--- src/rtl/drive_enable_sequencer_assert.svh ---
// Assertion macros for the drive enable sequencer
`ifndef DRIVE_ENABLE_SEQUENCER_ASSERT_SVH
`define DRIVE_ENABLE_SEQUENCER_ASSERT_SVH

// same-cycle implication
`define DES_ASSERT_IMPL(label, ante, cons) \
    label: assert property (@(posedge clk) disable iff (!rst_n) (ante) |-> (cons)) \
        else $error("assertion failed");

// next-cycle implication
`define DES_ASSERT_NEXT(label, ante, cons) \
    label: assert property (@(posedge clk) disable iff (!rst_n) (ante) |=> (cons)) \
        else $error("assertion failed");

`endif

--- src/rtl/des_pkg.sv ---
// Package: types and constants of the drive enable sequencer
`timescale 1ns / 1ps
package des_pkg;

    localparam int TIME_WIDTH = 32;
    localparam int ADDR_WIDTH = 5;
    localparam int DATA_WIDTH = 32;

    localparam logic [2:0] REG_RESET_DELAY  = 3'd0;
    localparam logic [2:0] REG_INIT_TIMEOUT = 3'd1;
    localparam logic [2:0] REG_READY_MASK   = 3'd2;
    localparam logic [2:0] REG_ON_MASK      = 3'd3;
    localparam logic [2:0] REG_OFF_MASK     = 3'd4;

    localparam logic [31:0] RESET_DELAY_RST  = 32'd100;
    localparam logic [31:0] INIT_TIMEOUT_RST = 32'd5000;
    localparam logic [15:0] READY_MASK_RST   = 16'd33;
    localparam logic [15:0] ON_MASK_RST      = 16'd39;
    localparam logic [15:0] OFF_MASK_RST     = 16'd64;

    localparam logic [15:0] CW_FAULT_RESET     = 16'h0080;
    localparam logic [15:0] CW_SHUTDOWN        = 16'h0006;
    localparam logic [15:0] CW_ENABLE_OP       = 16'h000F;
    localparam logic [15:0] CW_DISABLE_VOLTAGE = 16'h0000;

    localparam logic [2:0] MS_OFF        = 3'd0;
    localparam logic [2:0] MS_SAFE_RESET = 3'd1;
    localparam logic [2:0] MS_PREPARE    = 3'd2;
    localparam logic [2:0] MS_SWITCH_ON  = 3'd3;
    localparam logic [2:0] MS_ON         = 3'd4;
    localparam logic [2:0] MS_FAULT      = 3'd5;

    typedef enum logic [1:0] {
        CMD_NONE    = 2'd0,
        CMD_ENABLE  = 2'd1,
        CMD_DISABLE = 2'd2
    } cmd_t;

    typedef enum logic [5:0] {
        S_OFF        = 6'b000001,
        S_SAFE_RESET = 6'b000010,
        S_PREPARE    = 6'b000100,
        S_SWITCH_ON  = 6'b001000,
        S_ON         = 6'b010000,
        S_FAULT      = 6'b100000
    } seq_state_t;

    typedef struct packed {
        logic                  kind;
        logic [15:0]           status_word;
        logic [1:0]            new_command;
        logic [TIME_WIDTH-1:0] time_now;
    } in_item_t;

    typedef struct packed {
        logic [15:0] control_word;
        logic [2:0]  motor_state;
        logic [1:0]  pending_command;
    } out_item_t;

    typedef struct packed {
        logic [31:0] reset_delay;
        logic [31:0] init_timeout;
        logic [15:0] ready_mask;
        logic [15:0] on_mask;
        logic [15:0] off_mask;
    } cfg_t;

    function automatic logic [2:0] motor_code(input seq_state_t s);
        logic [2:0] code;
        case (s)
            S_OFF:        code = MS_OFF;
            S_SAFE_RESET: code = MS_SAFE_RESET;
            S_PREPARE:    code = MS_PREPARE;
            S_SWITCH_ON:  code = MS_SWITCH_ON;
            S_ON:         code = MS_ON;
            S_FAULT:      code = MS_FAULT;
            default:      code = MS_OFF;
        endcase
        return code;
    endfunction

endpackage

--- src/rtl/des_apb_regs.sv ---
// Configuration register file behind the APB-style port
`timescale 1ns / 1ps
module des_apb_regs (
    input  logic                            clk,
    input  logic                            rst_n,
    input  logic                            psel,
    input  logic                            penable,
    input  logic                            pwrite,
    input  logic [des_pkg::ADDR_WIDTH-1:0]  paddr,
    input  logic [des_pkg::DATA_WIDTH-1:0]  pwdata,
    output logic [des_pkg::DATA_WIDTH-1:0]  prdata,
    output logic                            pready,
    output des_pkg::cfg_t                   cfg
);
    import des_pkg::*;

    cfg_t       cfg_reg;
    logic       wr_en;
    logic [2:0] reg_idx;

    assign pready  = 1'b1;
    assign wr_en   = psel && penable && pwrite;
    assign reg_idx = paddr[4:2];
    assign cfg     = cfg_reg;

    always_ff @(posedge clk or negedge rst_n)
    begin
        if (!rst_n)
        begin
            cfg_reg.reset_delay  <= RESET_DELAY_RST;
            cfg_reg.init_timeout <= INIT_TIMEOUT_RST;
            cfg_reg.ready_mask   <= READY_MASK_RST;
            cfg_reg.on_mask      <= ON_MASK_RST;
            cfg_reg.off_mask     <= OFF_MASK_RST;
        end
        else if (wr_en)
        begin
            case (reg_idx)
                REG_RESET_DELAY:  cfg_reg.reset_delay  <= pwdata;
                REG_INIT_TIMEOUT: cfg_reg.init_timeout <= pwdata;
                REG_READY_MASK:   cfg_reg.ready_mask   <= pwdata[15:0];
                REG_ON_MASK:      cfg_reg.on_mask      <= pwdata[15:0];
                REG_OFF_MASK:     cfg_reg.off_mask     <= pwdata[15:0];
                default:          ;
            endcase
        end
    end

    always_comb
    begin
        case (reg_idx)
            REG_RESET_DELAY:  prdata = cfg_reg.reset_delay;
            REG_INIT_TIMEOUT: prdata = cfg_reg.init_timeout;
            REG_READY_MASK:   prdata = {16'd0, cfg_reg.ready_mask};
            REG_ON_MASK:      prdata = {16'd0, cfg_reg.on_mask};
            REG_OFF_MASK:     prdata = {16'd0, cfg_reg.off_mask};
            default:          prdata = '0;
        endcase
    end

endmodule

--- src/rtl/des_seq_core.sv ---
// Sequencer state and its one-item step logic
`timescale 1ns / 1ps
module des_seq_core (
    input  logic                clk,
    input  logic                rst_n,
    input  des_pkg::cfg_t       cfg,
    input  logic                step,
    input  des_pkg::in_item_t   item,
    output des_pkg::out_item_t  result
);
    import des_pkg::*;

    seq_state_t            state_reg, state_next, state_step;
    cmd_t                  cmd_reg, cmd_next;
    logic [TIME_WIDTH-1:0] start_reg, start_next;
    logic [15:0]           ctrl_reg, ctrl_next;
    logic [TIME_WIDTH-1:0] elapsed;
    logic                  timed_out;

    assign elapsed   = item.time_now - start_reg;
    // an item taken in off restarts the clock, so it cannot time out
    assign timed_out = (state_reg != S_OFF) && (elapsed > cfg.init_timeout);

    always_comb
    begin
        state_next = state_reg;
        cmd_next   = cmd_reg;
        start_next = start_reg;
        ctrl_next  = ctrl_reg;
        state_step = state_reg;
        if (item.kind)
        begin
            case (item.new_command)
                CMD_ENABLE:  cmd_next = CMD_ENABLE;
                CMD_DISABLE: cmd_next = CMD_DISABLE;
                default:     cmd_next = CMD_NONE;
            endcase
        end
        else if (cmd_reg == CMD_ENABLE)
        begin
            case (state_reg)
                S_OFF:
                begin
                    start_next = item.time_now;
                    ctrl_next  = CW_FAULT_RESET;
                    state_step = S_SAFE_RESET;
                end
                S_SAFE_RESET:
                begin
                    ctrl_next = CW_SHUTDOWN;
                    if (elapsed > cfg.reset_delay)
                        state_step = S_PREPARE;
                end
                S_PREPARE:
                begin
                    ctrl_next = CW_SHUTDOWN;
                    if ((item.status_word & cfg.ready_mask) == cfg.ready_mask)
                        state_step = S_SWITCH_ON;
                end
                S_SWITCH_ON:
                begin
                    ctrl_next = CW_ENABLE_OP;
                    if ((item.status_word & cfg.on_mask) == cfg.on_mask)
                    begin
                        state_step = S_ON;
                        cmd_next   = CMD_NONE;
                    end
                end
                default: ;
            endcase
            state_next = state_step;
            if ((state_step == S_SAFE_RESET || state_step == S_PREPARE ||
                 state_step == S_SWITCH_ON) && timed_out)
                state_next = S_OFF;
        end
        else if (cmd_reg == CMD_DISABLE)
        begin
            ctrl_next = CW_DISABLE_VOLTAGE;
            if ((item.status_word & cfg.off_mask) == cfg.off_mask)
            begin
                state_next = S_OFF;
                cmd_next   = CMD_NONE;
            end
        end
    end

    assign result.control_word    = ctrl_next;
    assign result.motor_state     = motor_code(state_next);
    assign result.pending_command = cmd_next;

    always_ff @(posedge clk or negedge rst_n)
    begin
        if (!rst_n)
        begin
            state_reg <= S_OFF;
            cmd_reg   <= CMD_NONE;
            start_reg <= '0;
            ctrl_reg  <= CW_DISABLE_VOLTAGE;
        end
        else if (step)
        begin
            state_reg <= state_next;
            cmd_reg   <= cmd_next;
            start_reg <= start_next;
            ctrl_reg  <= ctrl_next;
        end
    end

endmodule

--- src/rtl/drive_enable_sequencer.sv ---
// Drive enable sequencer: top level with input and result registers
//
// Usage:
//   req channel (req_valid / req_stall / req): one item per handshake.
//     kind 1 sets the pending command, kind 0 is a status update with a
//     timestamp that steps the enable or disable sequence.
//   rsp channel (rsp_valid / rsp_stall / rsp): exactly one item per request,
//     in order: control word, motor state and pending command after the item.
//   APB-style port: reset_delay, init_timeout, ready_mask, on_mask, off_mask
//     at byte addresses 0, 4, 8, 12, 16; write only while idle.
// Timing:
//   an accepted item passes the input register, then the result register;
//   one item per cycle is sustained while results are not stalled, set by
//   the single registered step between input and result registers.
// Reset:
//   state off, command none, control word disable voltage, registers at
//   their defaults, both pipeline registers empty.
// Stall:
//   a stalled result holds; the input register still takes one more item,
//   then req_stall rises until the result is taken.
`timescale 1ns / 1ps
module drive_enable_sequencer (
    input  logic                            clk,
    input  logic                            rst_n,
    input  logic                            req_valid,
    output logic                            req_stall,
    input  des_pkg::in_item_t               req,
    output logic                            rsp_valid,
    input  logic                            rsp_stall,
    output des_pkg::out_item_t              rsp,
    input  logic                            psel,
    input  logic                            penable,
    input  logic                            pwrite,
    input  logic [des_pkg::ADDR_WIDTH-1:0]  paddr,
    input  logic [des_pkg::DATA_WIDTH-1:0]  pwdata,
    output logic [des_pkg::DATA_WIDTH-1:0]  prdata,
    output logic                            pready
);
    import des_pkg::*;

    `include "drive_enable_sequencer_assert.svh"

    cfg_t      cfg;
    in_item_t  stage_reg;
    logic      stage_valid_reg;
    out_item_t step_result;
    out_item_t rsp_reg;
    logic      rsp_valid_reg;
    logic      advance;
    logic      step;

    des_apb_regs u_regs (
        .clk     (clk),
        .rst_n   (rst_n),
        .psel    (psel),
        .penable (penable),
        .pwrite  (pwrite),
        .paddr   (paddr),
        .pwdata  (pwdata),
        .prdata  (prdata),
        .pready  (pready),
        .cfg     (cfg)
    );

    des_seq_core u_core (
        .clk    (clk),
        .rst_n  (rst_n),
        .cfg    (cfg),
        .step   (step),
        .item   (stage_reg),
        .result (step_result)
    );

    assign advance   = !rsp_valid_reg || !rsp_stall;
    assign step      = stage_valid_reg && advance;
    assign req_stall = stage_valid_reg && !advance;
    assign rsp_valid = rsp_valid_reg;
    assign rsp       = rsp_reg;

    always_ff @(posedge clk or negedge rst_n)
    begin
        if (!rst_n)
        begin
            stage_valid_reg <= 1'b0;
            rsp_valid_reg   <= 1'b0;
        end
        else
        begin
            if (advance)
            begin
                stage_valid_reg <= req_valid;
                rsp_valid_reg   <= stage_valid_reg;
            end
            else if (!stage_valid_reg)
                stage_valid_reg <= req_valid;
        end
    end

    always_ff @(posedge clk)
    begin
        if (req_valid && !req_stall)
            stage_reg <= req;
        if (step)
            rsp_reg <= step_result;
    end

    `DES_ASSERT_IMPL(a_stall_only_full, req_stall, stage_valid_reg)
    `DES_ASSERT_NEXT(a_held_result_stays, rsp_valid && rsp_stall, rsp_valid)
    `DES_ASSERT_IMPL(a_no_fault_state, rsp_valid, rsp.motor_state <= MS_ON)

endmodule

--- config.mk ---
export PLATFORM = sky130hd
export DESIGN_NAME = drive_enable_sequencer
export DESIGN_NICKNAME = d
export VERILOG_FILES = /design/src/rtl/des_pkg.sv /design/src/rtl/des_apb_regs.sv /design/src/rtl/des_seq_core.sv /design/src/rtl/drive_enable_sequencer.sv
export VERILOG_INCLUDE_DIRS = /design/src /design/src/rtl
export SDC_FILE = /design/constraint.sdc
export NUM_CORES = 1
export LEC_CHECK = 0
export BUFFER_PORTS_ARGS = -buffer_cell sky130_fd_sc_hd__buf_2
export CAP_MARGIN = 20
export CORE_ASPECT_RATIO = 0.9
export CORE_MARGIN = 3
export CORE_UTILIZATION = 54
export CTS_BUF_LIST = sky130_fd_sc_hd__clkbuf_4 sky130_fd_sc_hd__clkbuf_8 sky130_fd_sc_hd__clkbuf_16
export CTS_CLUSTER_DIAMETER = 80
export CTS_CLUSTER_SIZE = 40
export DETAILED_ROUTE_END_ITERATION = 10
export PLACE_DENSITY = 0.85
export SLEW_MARGIN = 20
export SYNTH_ARGS = -nofsm -noshare
export SYNTH_HDL_FRONTEND = slang
export SYNTH_SLANG_ARGS = --single-unit
--- constraint.sdc ---
create_clock -name clk -period 5.1 [get_ports clk]
set_clock_uncertainty 0.05 [all_clocks]
set_input_delay 1.275 -clock clk [delete_from_list [all_inputs] [get_ports clk]]
set_output_delay 1.275 -clock clk [all_outputs]
set_load 0.01 [all_outputs]
## Word level (Yosys, flattened, before mapping)

Cells that the tools add are included.

- Output and inout port bits: 56
- Register bits: 242
- Logic and storage cells: 97
- Input bits: 95

- $add $sub $neg: 1
- Eq/ne operators: 24
- Muxes and demuxes: 26
- Reduce and logical (&&, ||, !) cells: 22
- Bitwise logic cells: 4
- $lt $le $gt $ge: 2

Operators by type and width:

| operator | number |
|---|---|
| 32-bit one-hot mux with 5 select lines | 1 |
| 32-bit > comparator | 2 |
| 6-bit 2-to-1 mux | 10 |
| 16-bit bitwise AND | 3 |
| 16-bit == test | 3 |
| 16-bit 2-to-1 mux | 3 |
| 16-bit one-hot mux with 3 select lines | 1 |
| 32-bit subtractor | 1 |
| 6-bit one-hot mux with 4 select lines | 1 |
| 6-bit by 2-bit == test with 1-bit output, second input constant | 3 |
| 6-bit by 3-bit == test with 1-bit output, second input constant | 3 |
| 6-bit by 4-bit == test with 1-bit output, second input constant | 3 |
| 3-bit one-hot mux with 5 select lines | 1 |
| 2-bit 2-to-1 mux | 6 |
| 2-bit AND reduction | 5 |
| 1-bit logical AND | 7 |
| 3-bit by 2-bit == test with 1-bit output, second input constant | 2 |
| 6-bit by 1-bit == test with 1-bit output, second input constant | 1 |
| 6-bit by 5-bit == test with 1-bit output, second input constant | 1 |
| 6-bit == test, second input constant | 1 |
| 6-bit by 1-bit inequality test with 1-bit output, second input constant | 1 |
| 2-bit by 1-bit == test with 1-bit output, second input constant | 2 |
| 2-bit == test, second input constant | 2 |
| 1-bit logical NOT | 4 |
| 9 further kinds | 12 |

## Depth between registers and ports, before layout

Gate-level depths: netlist of the first run.

- Depth in word-level cells: 15
- Gate-level depth with buffers: 23
- Mapped depth without buffers: 23

## Cells and area by module

From an unflattened synthesis of the first run, not the netlist that was laid out.

- Cells, all modules: 1219
- Area total of the unflattened synthesis: 13864.5 sq um

By module, submodules not included:

| module | cells each | sequential area each (sq um) | area an instance (sq um) | times used |
|---|---|---|---|---|
| des_seq_core | 777 | 1402.6 | 6381.1 | 1 |
| des_apb_regs | 362 | 2821.5 | 5228.8 | 1 |
| drive_enable_sequencer | 80 | 2212.1 | 2254.7 | 1 |

## Least setup slack after synthesis of the first run

OpenSTA, ideal clock, no wires.

- Path kind: register to register
- Start: register stage_reg[0] in the netlist's numbering
- End: register rsp_reg, in the netlist rsp[3], data pin
- Cell stages (with the launch flop): 24
- Slack: 0.087 ns
- Data arrival time: 4.690 ns
- Period minus slack after synthesis: 5.013 ns
- Buffers on the path: 0
- Setup time: 0.273 ns
- Data required time: 4.777 ns
- Cells stage by stage: edfxtp_1 > inv_1 > ha_1 > inv_1 > fa_1 > a211oi_1 > o21ai_0 > nand2_1 > o211ai_1 > a311oi_1 > o21ai_0 > a21o_1 > nor4b_1 > a211oi_1 > ha_1 > nand4_1 > or4_4 > nor2b_1 > a211oi_1 > nor2_1 > or3_1 > a32oi_1 > xor2_1 > nor4_2

RTL lines:

| item | line | source |
|---|---|---|
| start: declaration | drive_enable_sequencer.sv:44 | `in_item_t stage_reg;` |
| start signal: assignment | drive_enable_sequencer.sv:102 | `stage_reg <= req;` |
| end signal: assignment | drive_enable_sequencer.sv:104 | `rsp_reg <= step_result;` |
| end: declaration | drive_enable_sequencer.sv:47 | `out_item_t rsp_reg;` |

==> results of run 1 <==
## final timing paths
check,startpoint,end,depth (start not counted)
worst max register to register,stage_reg[0],rsp[2],23
worst max-delay path,stage_reg[0],rsp[2],23
worst min-delay path,u_core.ctrl_reg[13],u_core.ctrl_reg[13],1
worst min register to register,u_core.ctrl_reg[13],u_core.ctrl_reg[13],1
max in group asynchronous,rst_n,u_core.start_reg[12],2
min in group asynchronous,rst_n,u_core.ctrl_reg[9],1
## synth_stat cells (3+ instances only)
library cell and n:
dfrtp_1 154, nand2_1 126, inv_1 123, o21ai_0 121, ha_1 95, mux2_2 84
edfxtp_1 72, nor2b_1 58, a21oi_1 55, nor2_1 54, clkbuf_1 40, xnor2_1 22
a22o_1 21, nand4_1 20, nor3_1 18, dfstp_2 16, mux2i_1 16, nand3_1 16
a221o_1 15, o21a_1 14, a211oi_1 10, a21o_1 10, nand2b_1 10, a2111oi_0 8
a31oi_1 8, nor4_1 8, and3_1 7, xor2_1 7, a2111oi_2 6, or3_1 6
o211a_1 5, o21ai_1 5, o22ai_1 5, o31ai_1 5, a21boi_0 4, and2_1 4
buf_2 4, o211ai_1 4, inv_2 3, o21bai_1 3
## stage by stage
stage | worst slack [ns] | TNS (ns) | instance area, µm²
final | -0.3679 | -0.9779 | 16040
after global routing | -0.5941 | -1.965 | 16040
after CTS | -0.2689 | -0.6843 | 15770
after detailed placement | -0.6018 | -2.191 | 15150
after global placement | -0.4706 | -1.482 | 15150
after floorplan | 0.08717 | 0 | 13490
## per-layer routing
layer  share of wire (%)  vias up  wire, µm  track usage, %
li1                    -     5085         -               -
met1                  43     5303     14790           34.35
met2                  47      485     16280           41.89
met3                 7.8       61      2686           3.577
met4                 2.3        0       780           6.371
met5                   0        -         0               0
## power groups by stage
stage	clock network, mW	logic, mW	registers [mW]
6_report	1.25	1.75	2.50
5_1_grt	1.35	1.94	2.53
4_1_cts	1.27	1.63	2.49
3_5_place_dp	0	1.57	2.53
3_3_place_gp	0	1.50	2.51
2_1_floorplan	0	1.05	2.45
## area by class of cell
cell class                      count  share of cell area [%]
Multi-Input combinational cell    890                   42.15
Sequential cell                   242                   40.14
Timing Repair Buffer              244                   9.293
Inverter                          126                   2.949
Tap cell                          336                   2.622
Clock buffer                       14                   2.076
Clock inverter                      7                  0.7725
## cells by family after synthesis
| group | after synthesis | share of synthesized area, % |
|---|---|---|
| simple gates | 341 | 12.52 |
| compound gates | 323 | 15.86 |
| flops | 242 | 47.70 |
| buf+inv | 172 | 4.850 |
| mux | 100 | 8.198 |
| fa+ha+maj | 96 | 8.959 |
| xor+xnor | 29 | 1.883 |
| other cells | 1 | 0.02779 |
## critical path: cells and delay by family (launching register included)
family          cells  cell delay (ns)
compound gates     10             2.01
fa+ha+maj           3             0.79
buf+inv             2             0.12
flops               1             0.40
simple gates        8             1.82
## repair_timing
| item | 4_1_cts | 5_1_grt |
|---|---|---|
| pin swaps | 16 | 27 |
| buffers inserted | 3 | 10 |
| gates resized for setup | 26 | 42 |
| hold endpoints to repair | 0 | 0 |
| cloned | 0 | 0 |
| setup endpoints to repair | 7 | 7 |
==> results.json, run 1 <==
{
  "max_cap_viol_count": 0,
  "powerDensity_mw_per_mm2": 343.2,
  "multiInputGateArea_mm2": 0.006759,
  "holdWs_ns": 0.4578,
  "num_rows": 54,
  "required_ns": 5.30,
  "grt_pass1_wl_mm": 54.77,
  "die_h_um": 156.0,
  "post-synth-top-area-cell": "dfrtp_1",
  "synth_edf_count": 72,
  "ant_nets": 0,
  "viasPerCell": 5.882,
  "yosysUniqueCellTypes": 74,
  "diodes": 0,
  "syn_nets": 1495,
  "first_pass_iters": 7,
  "clk_root_buffer_cell": "clkbuf_16",
  "post-route-period-util_pct": 107.2,
  "io_pins": 151,
  "rsz0062_at_grt": "yes",
  "synth_top_area_share_pct": 28.56,
  "vias": 10930,
  "fp.coreArea_mm2": 0.02439,
  "grt_max_degree": 108,
  "clock_power_share_pct": 22.7,
  "r2r_slack_ns": -0.37,
  "seq_area_mm2": 0.006436,
  "mostFrequentLayoutCell": "dfrtp_1",
  "worstPathMaxFanout": 4,
  "synthArstFlopShare_pct": 70.25,
  "setup_viol": 3,
  "synthCells": 1304,
  "worstPathArrival_ns": 5.66,
  "cp_cell_sequence": "inv_2 -> ha_4 -> inv_2 -> fa_2 -> a211oi_2 -> o21ai_1 -> nand2_1 -> o211ai_1 -> a311oi_2 -> o21ai_2 -> a21o_1 -> nor4b_2 -> a211oi_2 -> ha_1 -> nand4_1 -> or4_4 -> o211ai_4 -> nor3_2 -> nor3_2 -> or3b_4 -> a32oi_4 -> or3_4 -> a211oi_2",
  "floorplan.initialDensity_pct": 55.31,
  "fp.dieW_um": 172.6,
  "ys_seq_elements": 242,
  "status": "complete, but fails checks",
  "worst_skew_pair.late_latency_ns": 0.50,
  "wl_per_cell_um": 18.58,
  "drt-total-wl_mm": 34.54,
  "grtUsageTotal_pct": 24.87,
  "ctsHoldBuffers": 0,
  "cts_inserted_buffers": 13,
  "path_clk_slew_ns": 0.12,
  "cp-start-kind": "flop",
  "grt_pass1_vias": 10610,
  "drv_slew": 0,
  "crit_path_top_delay_cell": "or4_4",
  "synth_flop_cell": "dfrtp_1",
  "crit_top_cell": "a211oi_2",
  "dp_cells": 1825,
  "worstSetupPathType": "reg -> reg",
  "critPathMaxStageDelay_ns": 0.49,
  "port_buffers": 147,
  "switchingPower_mw": 1.890,
  "cts_tree": "yes",
  "fin_cells": 1859,
  "violations": "negative setup slack",
  "power_frac_seq_pct": 45.4,
  "drt_iter0_drc": 949,
  "swShare_pct": 34.34,
  "layout-drive-gt1-share_pct": 28.82,
  "period_minus_slack_ns": 5.468,
  "nNetsFinal": 1708,
  "cts_buffer_depth": 3,
  "fmax_ghz": 0.1829,
  "fillCellCount": 1867,
  "cp-end-kind": "flop",
  "worst_slack_ns": -0.3679,
  "p_total_mw": 5.503,
  "place_congestion": 0.9224,
  "slew_headroom_pct": 39.22,
  "syn_area_per_cell_um2": 10.35,
  "antenna_found_initial": 0,
  "p_int_mw": 3.613,
  "syn_area_mm2": 0.01349,
  "grt_remaining_overflow": 0,
  "area_growth_pct": 18.85,
  "die_area_mm2": 0.02692,
  "final_cell_mix": "dfrtp_1, buf_2, nand2_1",
  "utilization_pct": 65.74,
  "yosys-top-cells-area": "dfrtp_1, edfxtp_1, ha_1, mux2_2, o21ai_0",
  "hpwl_mm": 24.86,
  "vdd_drop_max_mv": 0.2736,
  "yosysSeqAreaShare_pct": 47.70,
  "hold_viol": 0,
  "combPwrFrac_pct": 31.8,
  "worst_pin_slew_ns": 0.9117,
  "ys_warn_count": 0,
  "largest_register_ffs": 112,
  "drc": 0,
  "leakagePower_nw": 7.261,
  "htreeDepth": 1,
  "min_path_type": "reg -> reg",
  "cts_sinks": 242
}
Power figures use the tool's default switching activity.
==> run 2: changes to the inputs <==
--- a/config.mk
+++ b/config.mk
@@ -12,3 +12,3 @@
 export CORE_MARGIN = 3
-export CORE_UTILIZATION = 54
+export CORE_UTILIZATION = 50
 export CTS_BUF_LIST = sky130_fd_sc_hd__clkbuf_4 sky130_fd_sc_hd__clkbuf_8 sky130_fd_sc_hd__clkbuf_16
@@ -17,3 +17,3 @@
 export DETAILED_ROUTE_END_ITERATION = 10
-export PLACE_DENSITY = 0.85
+export PLACE_DENSITY = 0.81
 export SLEW_MARGIN = 20
==> constraint.sdc (replaced) <==
create_clock -name clk -period 5.1 [get_ports clk]
set_clock_uncertainty 0.05 [all_clocks]
set_input_delay 0.51 -clock clk [delete_from_list [all_inputs] [get_ports clk]]
set_output_delay 0.51 -clock clk [all_outputs]
set_load 0.01 [all_outputs]
==> run 2 against run 1 <==
The flow still finishes with violations (negative setup slack). Highest routed layer unchanged. Global-route usage down 1.5 points. Utilization down 4.6 points. Sequential share of layout area down 0.066 points.
==> results.json, run 2 (synthesis results as in run 1) <==
{
  "status": "complete, but fails checks",
  "violations": "negative setup slack",
  "crit_end": "rsp[2]",
  "fp.coreArea_mm2": 0.02628,
  "port_buffers": 147,
  "cp-end-kind": "flop",
  "grt_remaining_overflow": 0,
  "min_path_type": "in -> async",
  "worst_slack_ns": -0.2881,
  "hpwl_mm": 25.04,
  "layout-drive-gt1-share_pct": 28.55,
  "powerDensity_mw_per_mm2": 346.1,
  "io_pins": 151,
  "fmax_ghz": 0.1856,
  "cts_tree": "yes",
  "path_clk_slew_ns": 0.12,
  "drt-total-wl_mm": 34.40,
  "max_cap_viol_count": 0,
  "fillCellCount": 2170,
  "drv_slew": 0,
  "clk_root_buffer_cell": "clkbuf_16",
  "antenna_found_initial": 1,
  "ant_nets": 0,
  "worst_pin_slew_ns": 0.9797,
  "area_growth_pct": 19.05,
  "largest_register_ffs": 112,
  "grtUsageTotal_pct": 23.33,
  "place_congestion": 0.9001,
  "cp_cell_sequence": "inv_2 -> ha_4 -> inv_2 -> fa_2 -> a211oi_4 -> o21ai_2 -> nand2_1 -> o211ai_1 -> a311oi_2 -> o21ai_2 -> a21o_1 -> buf_6 -> nor2_4 -> xnor2_2 -> ha_1 -> nand4_1 -> or4_4 -> o211ai_4 -> a211oi_2 -> nor3_2 -> or3b_4 -> a32oi_4 -> o31ai_4 -> a211oi_2",
  "nNetsFinal": 1710,
  "reg2reg_to": "rsp[2]",
  "required_ns": 5.38,
  "die_h_um": 161.8,
  "p_total_mw": 5.559,
  "critPathMaxStageDelay_ns": 0.59,
  "path_delay_family": "compound AO/OA/AOI/OAI gates",
  "worstSetupPathType": "reg -> reg",
  "drc": 0,
  "grt_max_degree": 107,
  "drt_iter0_drc": 865,
  "crit_path_top_delay_cell": "or4_4",
  "leakagePower_nw": 7.271,
  "r2r_start": "stage_reg[0]",
  "r2r_slack_ns": -0.29,
  "worst_skew_pair.late_latency_ns": 0.50,
  "cts_sinks": 242,
  "die_area_mm2": 0.02899,
  "cts_buffer_depth": 3,
  "setup-tns-final_ns": -0.6738,
  "period_minus_slack_ns": 5.388,
  "floorplan.initialDensity_pct": 51.35,
  "setup_viol": 3,
  "worstPathArrival_ns": 5.67,
  "first_pass_iters": 6,
  "rr_worst_depth": 24,
  "rsz0062_at_grt": "yes",
  "fp.dieW_um": 179.2,
  "cp-startpoint": "stage_reg[0]",
  "hold_viol": 0,
  "vdd_drop_max_mv": 0.2195,
  "num_rows": 56,
  "vias": 10660,
  "grt_pass1_wl_mm": 54.30,
  "worstPathMaxFanout": 4,
  "grt_pass1_vias": 10530,
  "slew_headroom_pct": 34.69,
  "mostFrequentLayoutCell": "dfrtp_1",
  "htreeDepth": 1,
  "final_cell_mix": "dfrtp_1, buf_2, nand2_1",
  "path_depth": 24,
  "cts_inserted_buffers": 14,
  "critPathBufInv": 3,
  "post-route-period-util_pct": 105.6,
  "wl_per_cell_um": 18.34,
  "cp-start-kind": "flop",
  "viasPerCell": 5.684
}
[run 2: changes by cell type in the layout (fill, tap and decap cells not counted), moves of 3 or more]
cell	delta
a21oi_2	-4
inv_12	-3
a21oi_1	+4
buf_4	+3
ha_1	-3
[run 2: final cells by class]
| class | count | area (µm²) | share of cell area, % |
|---|---|---|---|
| diodes | 1 | 2.502 | 0.01558 |
| multi-input cells | 890 | 6715 | 41.81 |
| inverters | 126 | 473.0 | 2.945 |
| repair buffers | 245 | 1481 | 9.223 |
| flip-flops and latches | 242 | 6436 | 40.07 |
| clock inverters | 6 | 107.6 | 0.6699 |
| clock buffers | 18 | 410.4 | 2.555 |
| well taps | 348 | 435.4 | 2.711 |
[run 2: stage by stage]
stage                     instance area, µm²  instances  hold slack, ns  worst slack, ns  util (%)
after global placement                 15170       1839          0.4058          -0.3894     57.73
final                                  16060       1876         0.08500          -0.2881     61.13
after floorplan                        13490       1304          0.1644          0.08717         -
after CTS                              15910       1872          0.1083          -0.2443     60.54
after global routing                   16060       1876         0.09819          -0.4990     61.13
after detailed placement               15170       1839          0.4294          -0.5447     57.73
[run 2: repair_timing]
action,in CTS,in global routing
hold buffers,0,0
gates resized for setup,30,25
buffers inserted,10,3
setup endpoints to repair,4,7
pin swaps,28,32
[run 2: power breakdown]
part	internal, mW	switching [mW]
Combinational	0.778	0.939
Clock	0.656	0.692
Sequential	2.29	0.205
Total	3.72	1.84
[run 2: per-layer routing]
| metal | GRT usage [%] | routed length (µm) | vias up |
|---|---|---|---|
| met5 | 0 | 0 | - |
| met4 | 5.798 | 846 | 0 |
| met3 | 3.273 | 2316 | 45 |
| met2 | 37.09 | 15760 | 358 |
| met1 | 33.97 | 15480 | 5165 |
| li1 | - | - | 5095 |
[run 2: worst min path at each step]
stage	start	end	slack [ns]
floorplan	rst_n	rsp_valid	0.16
global route	req[43]	stage_reg[43]	0.1
CTS	rst_n	u_core.ctrl_reg[3]	0.11
finish	rst_n	u_core.ctrl_reg[11]	0.09
global placement	stage_valid_reg	rsp_valid	0.41
detailed placement	u_core.ctrl_reg[8]	u_core.ctrl_reg[8]	0.43
==> run 3: changes to the inputs <==
- CORE_ASPECT_RATIO: 0.9 -> 0.8
- PLACE_DENSITY: 0.81 -> 0.78
- clock period: 5.1 -> 5.62 ns (I/O delays scaled with it)
==> run 3 against run 2 <==
The run still ends with negative setup slack left. Sequential share of layout area is 1.4 points higher. Sequential power decreased by 9.2%. Design area shrank 3.4%. Non-clock buffer count down 63. Die area about the same. Critical endpoint unchanged.
==> results.json, run 3 (synthesis results as in run 1) <==
{
  "diodes": 0,
  "largest_register_ffs": 112,
  "port_buffers": 147,
  "hpwl_mm": 25.13,
  "floorplan.initialDensity_pct": 51.12,
  "p_total_mw": 4.891,
  "antenna_found_initial": 0,
  "layout-drive-gt1-share_pct": 24.93,
  "min_path_type": "in -> async",
  "viasPerCell": 5.767,
  "powerDensity_mw_per_mm2": 315.2,
  "area_growth_pct": 14.99,
  "htreeDepth": 1,
  "vdd_drop_max_mv": 0.1949,
  "worstSetupPathType": "reg -> reg",
  "fillCellCount": 2307,
  "post-route-period-util_pct": 100.5,
  "setup_viol": 1,
  "io_pins": 151,
  "mostFrequentLayoutCell": "dfrtp_1",
  "worstPathMaxFanout": 4,
  "place_congestion": 0.9030,
  "crit_end": "rsp[2]",
  "drv_slew": 0,
  "leakagePower_nw": 6.934,
  "r2r_start": "stage_reg[0]",
  "cts_sinks": 242,
  "rsz0062_at_grt": "yes",
  "r2r_slack_ns": -0.03,
  "cts_tree": "yes",
  "die_area_mm2": 0.02900,
  "fp.coreArea_mm2": 0.02639,
  "violations": "negative setup slack",
  "worst_skew_pair.late_latency_ns": 0.50,
  "first_pass_iters": 5,
  "cts_buffer_depth": 3,
  "grt_max_degree": 81,
  "drt_iter0_drc": 963,
  "final_cell_mix": "dfrtp_1, buf_2, nand2_1",
  "num_rows": 53,
  "place_area_mm2": 0.01472,
  "nNetsFinal": 1647,
  "slew_headroom_pct": 33.10,
  "max_cap_viol_count": 0,
  "ctsHoldBuffers": 0,
  "drt-total-wl_mm": 34.65,
  "cts_inserted_buffers": 14,
  "rr_worst_depth": 25,
  "fmax_ghz": 0.1770,
  "status": "complete, but fails checks",
  "grtUsageTotal_pct": 23.28,
  "period_minus_slack_ns": 5.650,
  "grt_remaining_overflow": 0,
  "reg2reg_to": "rsp[2]",
  "hold_viol": 0,
  "worstPathArrival_ns": 5.93,
  "vias": 10500,
  "fp.dieW_um": 189.7,
  "die_h_um": 152.9,
  "seq_area_mm2": 0.006436,
  "wl_per_cell_um": 19.03,
  "finalInstanceArea_mm2": 0.01551,
  "drc": 0,
  "required_ns": 5.90,
  "worst_pin_slew_ns": 1.002,
  "cp-start-kind": "flop",
  "multiInputGateArea_mm2": 0.006639,
  "worst_slack_ns": -0.03026,
  "clk_root_buffer_cell": "clkbuf_16",
  "dp_slack_ns": -0.1263,
  "grt_pass1_vias": 10250,
  "grt_pass1_wl_mm": 54.62,
  "cp-startpoint": "stage_reg[0]",
  "ant_nets": 0,
  "cp-end-kind": "flop",
  "path_clk_slew_ns": 0.10
}
[run 3: cell types whose count changed in the layout (fill, tap and decap cells not counted), moves of 2 or more]
cell	previous run	this run
nor4_2	7	5
a211oi_4	2	0
ha_2	2	4
buf_6	2	4
buf_4	97	31
[run 3: metal layers]
| layer | vias up | track usage [%] | share of wire, % |
|---|---|---|---|
| met3 | 53 | 4.242 | 7.3 |
| li1 | 4972 | - | - |
| met5 | - | 0 | 0 |
| met2 | 372 | 35.17 | 43 |
| met4 | 0 | 6.087 | 2.6 |
| met1 | 5105 | 34.74 | 47 |
[run 3: how the worst min path moves through the flow]
stage / startpoint / to / slack [ns] / cells past startpoint
finish: rst_n / u_core.ctrl_reg[4] / 0.07 / 1
global route: rst_n / u_core.ctrl_reg[4] / 0.12 / 1
CTS: rst_n / u_core.ctrl_reg[4] / 0.09 / 1
detailed placement: stage_valid_reg / rsp_valid / 0.42 / 1
global placement: stage_valid_reg / rsp_valid / 0.41 / 1
floorplan: rst_n / rsp_valid / 0.22 / 0
[run 3: what timing repair did]
action	4_1_cts	5_1_grt
setup endpoints to repair	3	4
pin swaps	1	21
resized for setup	4	40
setup buffers	1	8
[run 3: per-stage QoR]
| step | cells | utilization [%] | TNS (ns) | hold slack [ns] |
|---|---|---|---|---|
| global route | 1821 | 58.78 | -0.6488 | 0.1173 |
| detailed placement | 1786 | 55.78 | -0.2330 | 0.4178 |
| global placement | 1786 | 55.78 | -0.1934 | 0.4056 |
| finish | 1821 | 58.78 | -0.03026 | 0.06898 |
| CTS | 1811 | 57.77 | 0 | 0.09287 |
| floorplan | 1304 | - | 0 | 0.2164 |
[run 3: layout make-up]
cell class | instances | share of cell area [%]
clock buffer | 19 | 2.766
clock inverter | 5 | 0.3952
inverter | 126 | 3.049
multi-input combinational | 890 | 42.79
sequential | 242 | 41.49
tap | 357 | 2.879
timing repair buffer | 182 | 6.630
[run 3: worst max-delay path: stages (launching register included)]
cell	delay [ns]
edfxtp_1	0.39
inv_2	0.09
ha_4	0.13
inv_2	0.04
fa_2	0.36
a211oi_2	0.32
o21ai_2	0.10
nand2_1	0.07
o211ai_1	0.13
a311oi_1	0.27
buf_4	0.17
o21ai_2	0.06
a21o_1	0.23
nor4b_2	0.28
a211oi_2	0.10
ha_1	0.31
nand4_1	0.14
or4_4	0.60
o211ai_4	0.21
nor3_2	0.07
nor3_2	0.19
or3b_4	0.42
a32oi_4	0.31
buf_4	0.16
o31ai_1	0.08
a211oi_2	0.21
[run 3: power breakdown]
| part | internal (mW) | total [mW] | leakage, nW | switching (mW) |
|---|---|---|---|---|
| Clock | 0.563 | 1.18 | 0.242 | 0.616 |
| Sequential | 2.08 | 2.26 | 2.81 | 0.180 |
| Combinational | 0.620 | 1.45 | 3.88 | 0.834 |
| Total | 3.26 | 4.89 | 6.93 | 1.63 |
